`config.mk`:
```
export PLATFORM = sky130hd
export DESIGN_NAME = art_cell
export DESIGN_NICKNAME = d
export VERILOG_FILES = /design/src/hw/rtl/art_pkg.sv /design/src/hw/rtl/art_cell.sv
export SDC_FILE = /design/constraint.sdc
export NUM_CORES = 1
export LEC_CHECK = 0
export BUFFER_PORTS_ARGS = -buffer_cell sky130_fd_sc_hd__buf_2
export CAP_MARGIN = 20
export CORE_AREA = 10 10 174 176
export CTS_BUF_LIST = sky130_fd_sc_hd__clkbuf_8
export CTS_CLUSTER_DIAMETER = 60
export DETAILED_ROUTE_END_ITERATION = 16
export DIE_AREA = 0 0 184 186
export PLACE_DENSITY = 0.85
export SYNTH_ARGS = -nofsm -noshare
export SYNTH_HDL_FRONTEND = slang
export SYNTH_SLANG_ARGS = --single-unit
```
`constraint.sdc`:
```
create_clock -name i_clk -period 6.2 [get_ports i_clk]
set_input_delay 0.62 -clock i_clk [delete_from_list [all_inputs] [get_ports i_clk]]
set_output_delay 0.62 -clock i_clk [all_outputs]
set_load 0.05 [all_outputs]
```
`src/hw/rtl/art_pkg.sv`:
```
// ----------------------------------------------------------------------------
// art_pkg
// types, codes and defaults shared by the address region table
// ----------------------------------------------------------------------------
package art_pkg;

    // default table depth
    localparam int unsigned MAX_REGIONS_DEF = 16;

    // field widths
    localparam int unsigned ADDR_W   = 64;
    localparam int unsigned KIND_W   = 2;
    localparam int unsigned STATUS_W = 2;
    localparam int unsigned RCNT_W   = 5;

    // request codes
    localparam logic [KIND_W-1:0] REQ_ADD    = 2'd0;
    localparam logic [KIND_W-1:0] REQ_REMOVE = 2'd1;
    localparam logic [KIND_W-1:0] REQ_LOOKUP = 2'd2;

    // status codes
    localparam logic [STATUS_W-1:0] ST_DONE      = 2'd0;
    localparam logic [STATUS_W-1:0] ST_FULL      = 2'd1;
    localparam logic [STATUS_W-1:0] ST_NOT_FOUND = 2'd2;

    // request transaction
    typedef struct packed {
        logic [KIND_W-1:0] req_type;
        logic [ADDR_W-1:0] address;
        logic [ADDR_W-1:0] region_size;
    } t_art_req;

    // response transaction
    typedef struct packed {
        logic                in_region;
        logic [STATUS_W-1:0] status;
        logic [RCNT_W-1:0]   region_count;
    } t_art_rsp;

    // token handed from cell to cell
    typedef struct packed {
        logic              valid;
        logic              hit;
        logic              found;
        logic [ADDR_W-1:0] last_start;
        logic [ADDR_W-1:0] last_end;
    } t_art_tok;

    // entry write broadcast to all cells
    typedef struct packed {
        logic              add_en;
        logic              move_en;
        logic [ADDR_W-1:0] region_start;
        logic [ADDR_W-1:0] region_end;
    } t_art_wr;

endpackage

```
`src/hw/rtl/art_cell.sv`:
```
// ----------------------------------------------------------------------------
// art_cell
// one table entry; checks the passing token against its region and hands
// the token on to the next cell
// ----------------------------------------------------------------------------
module art_cell import art_pkg::*; #(
    parameter int unsigned CELL_IDX = 0,
    parameter int unsigned CNT_W    = 5
) (
    input  logic                 i_clk,
    input  logic                 i_rst_n,
    input  logic [CNT_W-1:0]     i_count,
    input  logic [KIND_W-1:0]    i_req_type,
    input  logic [ADDR_W-1:0]    i_address,
    input  t_art_wr              i_wr,
    input  t_art_tok             i_tok,
    output t_art_tok             o_tok
);

    logic [ADDR_W-1:0] r_start;
    logic [ADDR_W-1:0] r_end;
    logic              r_match;
    t_art_tok          r_tok;
    t_art_tok          n_tok;
    logic              w_live;
    logic              w_is_last;
    logic              w_first_match;

    // entry occupancy and position
    assign w_live    = CNT_W'(CELL_IDX) < i_count;
    assign w_is_last = CNT_W'(CELL_IDX + 1) == i_count;

    // first entry whose start equals the removed start
    assign w_first_match = w_live && (i_req_type == REQ_REMOVE) && !i_tok.found
                           && (r_start == i_address);

    // token update
    always_comb begin
        n_tok = i_tok;
        if (w_live && (r_start <= i_address) && (i_address < r_end)) begin
            n_tok.hit = 1'b1;
        end
        if (w_first_match) begin
            n_tok.found = 1'b1;
        end
        if (w_is_last) begin
            n_tok.last_start = r_start;
            n_tok.last_end   = r_end;
        end
    end

    // token register toward the neighbor
    always_ff @(posedge i_clk) begin
        if (!i_rst_n) begin
            r_tok.valid <= 1'b0;
        end else begin
            r_tok <= n_tok;
        end
    end

    // remember whether this cell is the slot to refill
    always_ff @(posedge i_clk) begin
        if (i_tok.valid) begin
            r_match <= w_first_match;
        end
    end

    // entry write on append or on move of the last entry
    always_ff @(posedge i_clk) begin
        if ((i_wr.add_en && (CNT_W'(CELL_IDX) == i_count)) || (i_wr.move_en && r_match)) begin
            r_start <= i_wr.region_start;
            r_end   <= i_wr.region_end;
        end
    end

    assign o_tok = r_tok;

endmodule

```
==> flow_summary.json <==
{
  "instances_no_fill": 1811,
  "peakVddDrop_mv": 0.256,
  "status": "complete, no violations",
  "fin_tns_setup_ps": 0,
  "worstSetupEndpointType": "flip-flop",
  "drv_slew": 0,
  "drtAntennaViolNets": 0,
  "rr_endpoint": "o_tok[129]$_SDFFCE_PP1P_",
  "die_w_um": 184,
  "grt_use_total_pct": 22.6,
  "critPathMaxStageDelay_ps": 810,
  "vias": 9381,
  "intPower_uw": 2980,
  "cts_tree": "built",
  "synth_enable_flop_cells": 259,
  "path_clk_slew_ps": 60,
  "hold_class": "in -> reg",
  "syn-instance-count": 938,
  "synthesis.nets": 1399,
  "netlist_top_cells_area": "edfxtp_1, ha_1, mux2_1",
  "start_util_pct": 46.5,
  "synth_xor_area_share_pct": 0,
  "skew_ps": 19.4,
  "detail_route.wl_per_cell_um": 22.2,
  "drv_cap": 0,
  "gp_congestion": 0.925,
  "power.density_nw_per_um2": 258,
  "portBuffers": 464,
  "finalCritPeriodShare_pct": 45.3,
  "hold_depth": 1,
  "drive_above_1_share_pct": 36.2,
  "die-area_um2": 34200,
  "syn-cell-area_um2": 12400,
  "grt_pass1_vias": 10100,
  "final_cell_mix": "buf_2, edfxtp_1, inv_1",
  "rsz0062_at_grt": "no",
  "ys_ff_latch": 260,
  "grt_pass1_wl_mm": 58.9,
  "rows": 60,
  "final_area_um2": 16000,
  "coreArea_um2": 26700,
  "syn_to_final_growth_pct": 28.6,
  "comb_power_share_pct": 15.4,
  "switching_share_pct": 27.8,
  "yosysSeqAreaShare_pct": 62.7,
  "fillers": 2107,
  "ys.warnings.count": 0,
  "clk_latency_ps": 550,
  "finalSetupViolCount": 0,
  "first_pass_iters": 5,
  "place.detailed.instances": 1727,
  "crit_chain": "ha_1 -> nand4_1 -> nor4_1 -> nand4_1 -> a31oi_1 -> nor4_1 -> o211ai_1 -> a22oi_2",
  "synth_top_area_share_pct": 62.5,
  "crit_slowest_cell": "nor4_1",
  "ctsResizeCount": 0,
  "hold_viol_final": 0,
  "relSlewSlack_pct": 31.3,
  "cts_sinks": 260,
  "numCtsBuffers": 45,
  "worstPathRequired_ps": 6470,
  "antenna_found_initial": 7,
  "dpl_worst_slack_ps": 2990,
  "rr_worst_depth": 8,
  "critical_path_buf_inv_count": 0,
  "setup_slack_ps": 3390,
  "cp.arrival_ps": 3080,
  "overflow": 0,
  "fp.dieH_um": 186,
  "p_sw_uw": 1150,
  "ctsHtreeMaxLevel": 2,
  "critPathLaunchType": "flip-flop",
  "synth-compound-area-share_pct": 7.90,
  "synthMuxAreaShare_pct": 5.79,
  "totalWireLength_mm": 40.2,
  "cts_root_buf": "clkbuf_8",
  "leakagePower_uw": 0.00749,
  "crit_fanout": 4,
  "r2r_slack_ps": 3390,
  "ioPinCount": 465,
  "seqPwrFrac_pct": 50.4,
  "synth_fa_ha_area_share_pct": 12.8,
  "power_frac_clock_pct": 34.2,
  "hp-start": "i_wr[11]",
  "reg2reg_from": "r_start[31]$_DFFE_PP_",
  "crit_type": "reg -> reg",
  "synth-simple-area-share_pct": 6.28,
  "via_per_inst": 5.18,
  "yosys.area.top_type": "edfxtp_1",
  "placed_cell_area_um2": 15200,
  "final_common_cell": "buf_2",
  "nets": 1894,
  "post-route-min-period_ps": 2810,
  "cts_buffer_depth": 3,
  "synth_top_family_by_area": "adder cells",
  "hold_path_end": "r_end[11]$_DFFE_PP_",
  "max_freq_ghz": 0.356,
  "async_flop_share_pct": 0,
  "drcViolationCount": 0,
  "grt_max_degree": 93,
  "hold_buffers": 0,
  "cts_setup_buffers": 0,
  "tightest_slew_ps": 1030,
  "dp_hpwl_mm": 32.0,
  "cp_top_family": "simple AND/OR/NAND/NOR gates",
  "synth-main-ff-cell": "edfxtp_1",
  "ys_types": 42,
  "synth.avg_cell_area_um2": 13.3,
  "drt-initial-drc-count": 482
}
==> power by group through the flow <==
stage	registers, uW	logic [uW]	clock network, uW
2_1_floorplan	2290	192	0
3_3_place_gp	2110	616	0
3_5_place_dp	2120	634	0
4_1_cts	2080	638	1450
5_1_grt	2090	691	1530
6_report	2080	635	1410
==> cell families after synthesis <==
kind of cell	count (synthesis)
AND/OR/NAND/NOR	169
multiplexers	64
AO/OA/AOI/OAI	167
flip-flops	260
buffers and inverters	151
adder cells (fa/ha/maj)	127
==> registers in the layout (all words and copies together), names as in the netlist <==
name and count:
o_tok 131, r_end 64, r_match 1, r_start 64
==> cells in the mapped netlist (2+ instances only) <==
| master | number |
|---|---|
| edfxtp_1 | 259 |
| inv_1 | 130 |
| ha_1 | 127 |
| nand2_1 | 98 |
| o21ai_1 | 66 |
| mux2_1 | 64 |
| a21oi_1 | 46 |
| nand4_1 | 23 |
| a21o_1 | 14 |
| o21ai_0 | 13 |
| clkbuf_1 | 12 |
| nor2_1 | 12 |
| nand3_1 | 11 |
| buf_1 | 9 |
| nor4_1 | 6 |
| nor3_1 | 5 |
| a221oi_1 | 4 |
| and4_1 | 4 |
| a2111oi_0 | 3 |
| a31oi_1 | 3 |
| nand2b_1 | 3 |
| nor2b_1 | 3 |
| o211a_1 | 2 |
| o211ai_1 | 2 |
| o21a_1 | 2 |
==> per-stage QoR <==
| stage | util [%] | total power, uW | hold WS (ps) |
|---|---|---|---|
| 5_1_grt | 59.8 | 4310 | 200 |
| 3_3_place_gp | 56.8 | 2730 | 552 |
| 4_1_cts | 59.8 | 4160 | 203 |
| 2_1_floorplan | - | 2480 | 530 |
| 6_report | 59.8 | 4130 | 240 |
| 3_5_place_dp | 56.8 | 2750 | 558 |
==> worst max path at each step <==
stage | from | end | slack (ps) | cells after the start
after detailed placement | i_count[1] | r_start[10]$_DFFE_PP_ | 2990 | 5
final | r_start[31]$_DFFE_PP_ | o_tok[129]$_SDFFCE_PP1P_ | 3390 | 8
after CTS | r_start[31]$_DFFE_PP_ | o_tok[129]$_SDFFCE_PP1P_ | 3360 | 8
after global placement | i_address[30] | o_tok[129]$_SDFFCE_PP1P_ | 3020 | 10
after floorplan | i_count[1] | r_end[0]$_DFFE_PP_ | 1590 | 3
after global routing | r_start[30]$_DFFE_PP_ | o_tok[129]$_SDFFCE_PP1P_ | 3240 | 8
==> cell type report <==
| class | count | area, um2 | share of cell area [%] |
|---|---|---|---|
| clock buffers | 45 | 619 | 3.87 |
| diodes | 7 | 17.5 | 0.110 |
| well taps | 341 | 427 | 2.67 |
| inverters | 130 | 488 | 3.05 |
| multi-input cells | 527 | 4090 | 25.6 |
| flip-flops and latches | 260 | 7800 | 48.8 |
| repair buffers | 469 | 2380 | 14.9 |
| clock inverters | 32 | 175 | 1.10 |
==> per-layer routing <==
layer	part of all wire [%]	GRT usage [%]	up-vias
li1	-	-	4450
met2	52	40.9	445
met1	37	25.1	4422
met3	9.0	7.12	62
met5	0.025	0	-
met4	2.2	6.16	2
==> worst register-to-register path, delay by kind of cell (launching register included) <==
family / cells / cell delay, ps
fa+ha+maj: 1 / 330
simple gates: 4 / 1300
flops: 1 / 420
compound gates: 3 / 490
Note: power is estimated with default switching activity, not from simulation.
